$ cat src/rtl/nfb_pkg.sv
// Shared types, codes and helper functions of the neighborhood fingerprint bound core.
package nfb_pkg;

   localparam int unsigned REQ_W   = 88;
   localparam int unsigned RSP_W   = 80;
   localparam int unsigned ID_W    = 32;
   localparam int unsigned VTX_W   = 10;
   localparam int unsigned LOAD_W  = 16;
   localparam int unsigned SUM_W   = 19;
   localparam int unsigned READS_W = 12;
   localparam int unsigned CNT8_W  = 8;

   localparam logic [31:0] HASH_MUL_A = 32'h7feb352d;
   localparam logic [31:0] HASH_MUL_B = 32'h846ca68b;

   localparam logic KIND_NEIGHBOR = 1'b0;
   localparam logic KIND_QUERY    = 1'b1;

   localparam logic [1:0] ERR_OK     = 2'd0;
   localparam logic [1:0] ERR_RANGE  = 2'd1;
   localparam logic [1:0] ERR_FULL   = 2'd2;
   localparam logic [1:0] ERR_DEGREE = 2'd3;

   typedef enum logic [4:0] {
      ST_CLEAR, ST_IDLE, ST_HASH1, ST_HASH2, ST_CREAD, ST_CWRITE, ST_FCHECK,
      ST_SWEEP, ST_DRAIN, ST_BUILD_OUT, ST_ZAP, ST_ERR_OUT, ST_QCHECK, ST_SCAN,
      ST_SCAN_DRAIN, ST_BOUND, ST_DECIDE, ST_RWORD, ST_RLOAD, ST_RBIT, ST_RACC,
      ST_QUERY_OUT
   } state_type;

   typedef enum logic [4:0] {
      OP_NONE, OP_CLEAR, OP_LATCH, OP_HASH1, OP_HASH2, OP_CREAD, OP_CWRITE,
      OP_FCHECK, OP_SWEEP, OP_DRAIN, OP_BUILD_OUT, OP_ERR_OUT, OP_QCHECK, OP_SCAN,
      OP_SCAN_DRAIN, OP_BOUND, OP_DECIDE, OP_RWORD, OP_RLOAD, OP_RNEXT, OP_RISSUE,
      OP_RACC, OP_QUERY_OUT
   } op_type;

   typedef struct packed {
      logic       sweep_last;
      logic       word_last;
      logic [1:0] build_err;
      logic       range_err;
      logic       bound_low;
      logic       ovf_any;
      logic       common_zero;
      logic       hit;
      logic       rsp_free;
      logic       in_last;
   } status_type;

   function automatic logic [6:0] pop64(input logic [63:0] v);
      logic [3:0] grp [8];
      logic [6:0] tot;
      tot = '0;
      for (int g = 0; g < 8; g++) begin
         grp[g] = '0;
         for (int b = 0; b < 8; b++) begin
            grp[g] = grp[g] + 4'(v[8*g+b]);
         end
         tot = tot + 7'(grp[g]);
      end
      return tot;
   endfunction

endpackage

$ cat src/rtl/nfb_ctrl.sv
// Sequencer for neighbor builds, finish sweeps and bound queries.
module nfb_ctrl
   import nfb_pkg::*;
(
   input  logic       clock,
   input  logic       reset,
   input  logic       req_tvalid,
   input  logic       req_kind,
   input  status_type status,
   output logic       req_tready,
   output op_type     op
);

   state_type state_ff, state_in;

   always_ff @(posedge clock) begin
      if (reset) begin
         state_ff <= ST_CLEAR;
      end else begin
         state_ff <= state_in;
      end
   end

   always_comb begin
      state_in   = state_ff;
      op         = OP_NONE;
      req_tready = 1'b0;
      unique case (state_ff)
         ST_CLEAR: begin
            op = OP_CLEAR;
            if (status.sweep_last) state_in = ST_IDLE;
         end
         ST_IDLE: begin
            req_tready = 1'b1;
            if (req_tvalid) begin
               op       = OP_LATCH;
               state_in = (req_kind == KIND_QUERY) ? ST_QCHECK : ST_HASH1;
            end
         end
         ST_HASH1: begin
            op       = OP_HASH1;
            state_in = ST_HASH2;
         end
         ST_HASH2: begin
            op       = OP_HASH2;
            state_in = ST_CREAD;
         end
         ST_CREAD: begin
            op       = OP_CREAD;
            state_in = ST_CWRITE;
         end
         ST_CWRITE: begin
            op       = OP_CWRITE;
            state_in = status.in_last ? ST_FCHECK : ST_IDLE;
         end
         ST_FCHECK: begin
            op       = OP_FCHECK;
            state_in = (status.build_err != ERR_OK) ? ST_ZAP : ST_SWEEP;
         end
         ST_ZAP: begin
            op = OP_CLEAR;
            if (status.sweep_last) state_in = ST_ERR_OUT;
         end
         ST_SWEEP: begin
            op = OP_SWEEP;
            if (status.sweep_last) state_in = ST_DRAIN;
         end
         ST_DRAIN: begin
            op       = OP_DRAIN;
            state_in = ST_BUILD_OUT;
         end
         ST_BUILD_OUT: begin
            if (status.rsp_free) begin
               op       = OP_BUILD_OUT;
               state_in = ST_IDLE;
            end
         end
         ST_ERR_OUT: begin
            if (status.rsp_free) begin
               op       = OP_ERR_OUT;
               state_in = ST_IDLE;
            end
         end
         ST_QCHECK: begin
            op       = OP_QCHECK;
            state_in = status.range_err ? ST_ERR_OUT : ST_SCAN;
         end
         ST_SCAN: begin
            op = OP_SCAN;
            if (status.word_last) state_in = ST_SCAN_DRAIN;
         end
         ST_SCAN_DRAIN: begin
            op       = OP_SCAN_DRAIN;
            state_in = ST_BOUND;
         end
         ST_BOUND: begin
            op       = OP_BOUND;
            state_in = ST_DECIDE;
         end
         ST_DECIDE: begin
            op       = OP_DECIDE;
            state_in = (status.bound_low || status.ovf_any) ? ST_QUERY_OUT : ST_RWORD;
         end
         ST_RWORD: begin
            op       = OP_RWORD;
            state_in = ST_RLOAD;
         end
         ST_RLOAD: begin
            op       = OP_RLOAD;
            state_in = ST_RBIT;
         end
         ST_RBIT: begin
            if (status.common_zero) begin
               op       = OP_RNEXT;
               state_in = status.word_last ? ST_QUERY_OUT : ST_RWORD;
            end else begin
               op       = OP_RISSUE;
               state_in = ST_RACC;
            end
         end
         ST_RACC: begin
            op       = OP_RACC;
            state_in = status.hit ? ST_QUERY_OUT : ST_RBIT;
         end
         ST_QUERY_OUT: begin
            if (status.rsp_free) begin
               op       = OP_QUERY_OUT;
               state_in = ST_IDLE;
            end
         end
         default: begin
            state_in = ST_CLEAR;
         end
      endcase
   end

endmodule

$ cat config.mk
export PLATFORM = sky130hd
export DESIGN_NAME = nfb_ctrl
export DESIGN_NICKNAME = d
export VERILOG_FILES = /design/src/rtl/nfb_pkg.sv /design/src/rtl/nfb_ctrl.sv
export SDC_FILE = /design/constraint.sdc
export NUM_CORES = 1
export LEC_CHECK = 0
export ABC_AREA = 1
export ABC_CLOCK_PERIOD_IN_PS = 1150
export BUFFER_PORTS_ARGS = -buffer_cell sky130_fd_sc_hd__clkbuf_2
export CELL_PAD_IN_SITES_DETAIL_PLACEMENT = 0
export CELL_PAD_IN_SITES_GLOBAL_PLACEMENT = 1
export CORE_AREA = 2 2 56 58
export CTS_BUF_LIST = sky130_fd_sc_hd__clkbuf_16
export CTS_CLUSTER_SIZE = 10
export DETAILED_ROUTE_END_ITERATION = 10
export DIE_AREA = 0 0 58 60
export GPL_TIMING_DRIVEN = 1
export PLACE_DENSITY = 0.8
export SETUP_SLACK_MARGIN = 0.15
export SLEW_MARGIN = 20
export SYNTH_ARGS = -nofsm -noshare
export SYNTH_HDL_FRONTEND = slang
export SYNTH_SLANG_ARGS = --single-unit
export TNS_END_PERCENT = 20
$ cat constraint.sdc
create_clock -name clock -period 1.15 [get_ports clock]
set_input_delay 0.0575 -clock clock [delete_from_list [all_inputs] [get_ports clock]]
set_output_delay 0.0575 -clock clock [all_outputs]
set_load 0.1 [all_outputs]
==> flow_metrics.tcl <==
set metrics [dict create \
    crit_chain "nand2_2 -> nor2_2 -> nand2_1 -> nand2_2 -> nor3_4 -> nand3_2 -> buf_12" \
    r2r_end "state_ff[3]" \
    top_layer_used "met4" \
    start_util_pct 30.0 \
    finalClockSkew_ps 3.64 \
    core_area_mm2 0.00290 \
    cpPeakStageDelay_ps 400 \
    clkSinkCount 5 \
    start_kind "register" \
    viasPerCell 5.06 \
    grt_pass1_vias 1274 \
    worstSkewPairLatency_ps 230 \
    num_vias 1315 \
    placed_area_mm2 0.00133 \
    dr.pass1.iters 4 \
    end_kind "primary output" \
    n_fill_cell 259 \
    hpwlAfterDp_um 2450 \
    top_regs "state_ff (5)" \
    yosys_warnings 0 \
    cp-startpoint "state_ff[2]" \
    period_share_pct 141 \
    drive_above_1_share_pct 58.1 \
    grt.overflow.total 0 \
    die_area_mm2 0.00348 \
    slowest_stage "dfxtp_4" \
    grt_setup_unrepaired "true" \
    crit_top_cell "nand2_2" \
    place_inst 242 \
    p_leak_nw 0.907 \
    synth_mux_area_share_pct 0 \
    clock.fmax_mhz 616 \
    wirelength_um 3640 \
    hold_depth 2 \
    syn2layout_area_growth_pct 101 \
    antenna_cells 0 \
    largest_reg_flops 5 \
    synth_compound_area_share_pct 10.4 \
    antenna_found_initial 0 \
    final_cell_area_mm2 0.00175 \
    status "complete, but fails checks" \
    critical_path_buf_inv_count 1 \
    synth-adder-area-share_pct 0 \
    met3_length_um 247 \
    drc 0 \
    port_buffers 20 \
    min_path_type "input port to register" \
    worstSetupPathType "register to primary output" \
    powerDensity_mw_per_mm2 2500 \
    grt_max_degree 8 \
    htree_num_levels 1 \
    placementRows 20 \
    crit_fanout 5 \
    ant_nets 0 \
    cts_tree "yes" \
    clk_transition_reported_paths_ps 30 \
    max-vdd-ir-drop_mv 2.93 \
    worst_slew_pin_slew_ps 292 \
    hold_path_end "state_ff[0]" \
    seq_area_frac_synth_pct 11.5 \
    grtUsageTotal_pct 22.8 \
    finalSetupViolCount 11 \
    hold_viol_final 0 \
    fin_nets 243 \
    syn_area_per_cell_um2 5.30 \
    drt_iter0_markers 51 \
    wl_per_cell_um 14.0 \
    cts-hold-fix-buffers 0 \
    required_ps 1090 \
    maxSlewViolCount 0 \
    fp.dieH_um 60 \
    min_from "reset" \
    cts_buffers 3 \
    clock-root-buffer "clkbuf_16" \
    met1Wirelength_um 1480 \
    relSlewSlack_pct 80.4 \
    violations "setup timing" \
    gp_congestion 1.00 \
    synth_seq_cells 5 \
    fin_cells 260 \
    synthSimpleGateAreaFrac_pct 65.6 \
    r2r_cells 11 \
    r2r-start "state_ff[0]" \
    finalHoldWorstSlack_ps 52.6 \
    die_x_um 58 \
    cts_max_path_buffers 2 \
    largest-register "state_ff" \
    postSynthCellCount 164 \
    layout_setup_ws_ps -474 \
    rrSetupSlack_ps -420 \
    met2RoutedLength_um 1800 \
    synth_xor_area_share_pct 0 \
    post-route-min-period_ps 1620 \
    grt_first_pass_wirelength_um 5990 \
    drv_cap 0 \
    synth.distinct_cells 25 \
    synth_fp_nets 179 \
    num_io_pins 21 \
    netlist_area_um2 870 \
    cp_data_arrival_time_ps 1570 \
    cp_top_family "simple AND/OR/NAND/NOR gates" \
    synth_top_family_by_area "simple AND/OR/NAND/NOR gates" \
]
metrics by stage:
| step | TNS (ps) | power [mW] | setup WS, ps | util [%] |
|---|---|---|---|---|
| 5_1_grt | -4850 | 4.59 | -535 | 60.3 |
| 2_1_floorplan | -2900 | 2.15 | -574 | - |
| 3_3_place_gp | -3330 | 3.25 | -416 | 45.9 |
| 4_1_cts | -3870 | 4.16 | -436 | 57.2 |
| 6_report | -4050 | 4.37 | -474 | 60.3 |
| 3_5_place_dp | -3210 | 3.25 | -402 | 45.9 |
layout make-up:
cell class / instances / area, um2 / area share (%)
Sequential cell: 5 / 114 / 6.51
Clock buffer: 3 / 75.1 / 4.29
Timing Repair Buffer: 63 / 558 / 31.9
Inverter: 20 / 95.1 / 5.44
Multi-Input combinational cell: 135 / 862 / 49.3
Clock inverter: 1 / 3.75 / 0.215
Tap cell: 33 / 41.3 / 2.36
cells in the mapped netlist, drive strengths merged:
cell type,count,share of area [%]
nand2,53,24
nor2,34,21
inv,20,8.6
nand3,16,9.8
o21ai,7,4.5
a21oi,6,3.5
nand4,6,4.3
dfxtp,5,12
buf,4,3.9
nand3b,4,3.5
nor3,4,2.3
a221oi,1,1.0
a31oi,1,0.72
nor4,1,0.72
o22ai,1,0.72
or2,1,0.72
cell usage in the layout, fill, tap and decap left out, types with 7 or more instances in the layout:
cell type	netlist	routed
inv_1	12	12
nor2_1	23	15
nand3_1	15	10
nand2_2	3	11
buf_4	3	39
buf_12	0	7
nor2_2	8	10
nor2_4	2	8
nand2_1	50	38
clkbuf_2	0	14
how the worst max path moves through the flow:
stage | endpoint | slack, ps | depth (start not counted)
2_1_floorplan | op[1] | -570 | 8
3_3_place_gp | op[0] | -420 | 8
3_5_place_dp | op[0] | -400 | 8
4_1_cts | op[3] | -440 | 8
5_1_grt | op[0] | -540 | 7
6_report | op[0] | -470 | 7
power breakdown:
group	switching, mW	internal, mW	leakage, nW
Combinational	2.05	1.40	0.821
Clock	0.113	0.450	0.0423
Sequential	0.106	0.243	0.0439
Total	2.27	2.09	0.907
worst register-to-register path: cells and delay by family, from the launching register on:
family	cells	cell delay [ps]
buffers and inverters	4	430
AOI/OAI and AO/OA	2	250
DFF	1	400
and+or+nand+nor	5	430
layer usage:
metal  up-vias  GRT usage, %
li1        662             -
met1       572          27.7
met2        66          39.3
met3        15          5.63
met4         0          7.97
met5         -             0
cell families after synthesis:
logic type,Yosys count
AO/OA/AOI/OAI,16
buffers and inverters,24
AND/OR/NAND/NOR,119
flip-flops,5
repair_timing:
| item | 4_1_cts | 5_1_grt |
|---|---|---|
| buffers inserted | 10 | 3 |
| resized for setup | 38 | 20 |
| pin swaps | 14 | 8 |
| endpoints found under the setup margin | 11 | 11 |
| cloned | 1 | 0 |
Note: power is estimated with default switching activity, not from simulation.
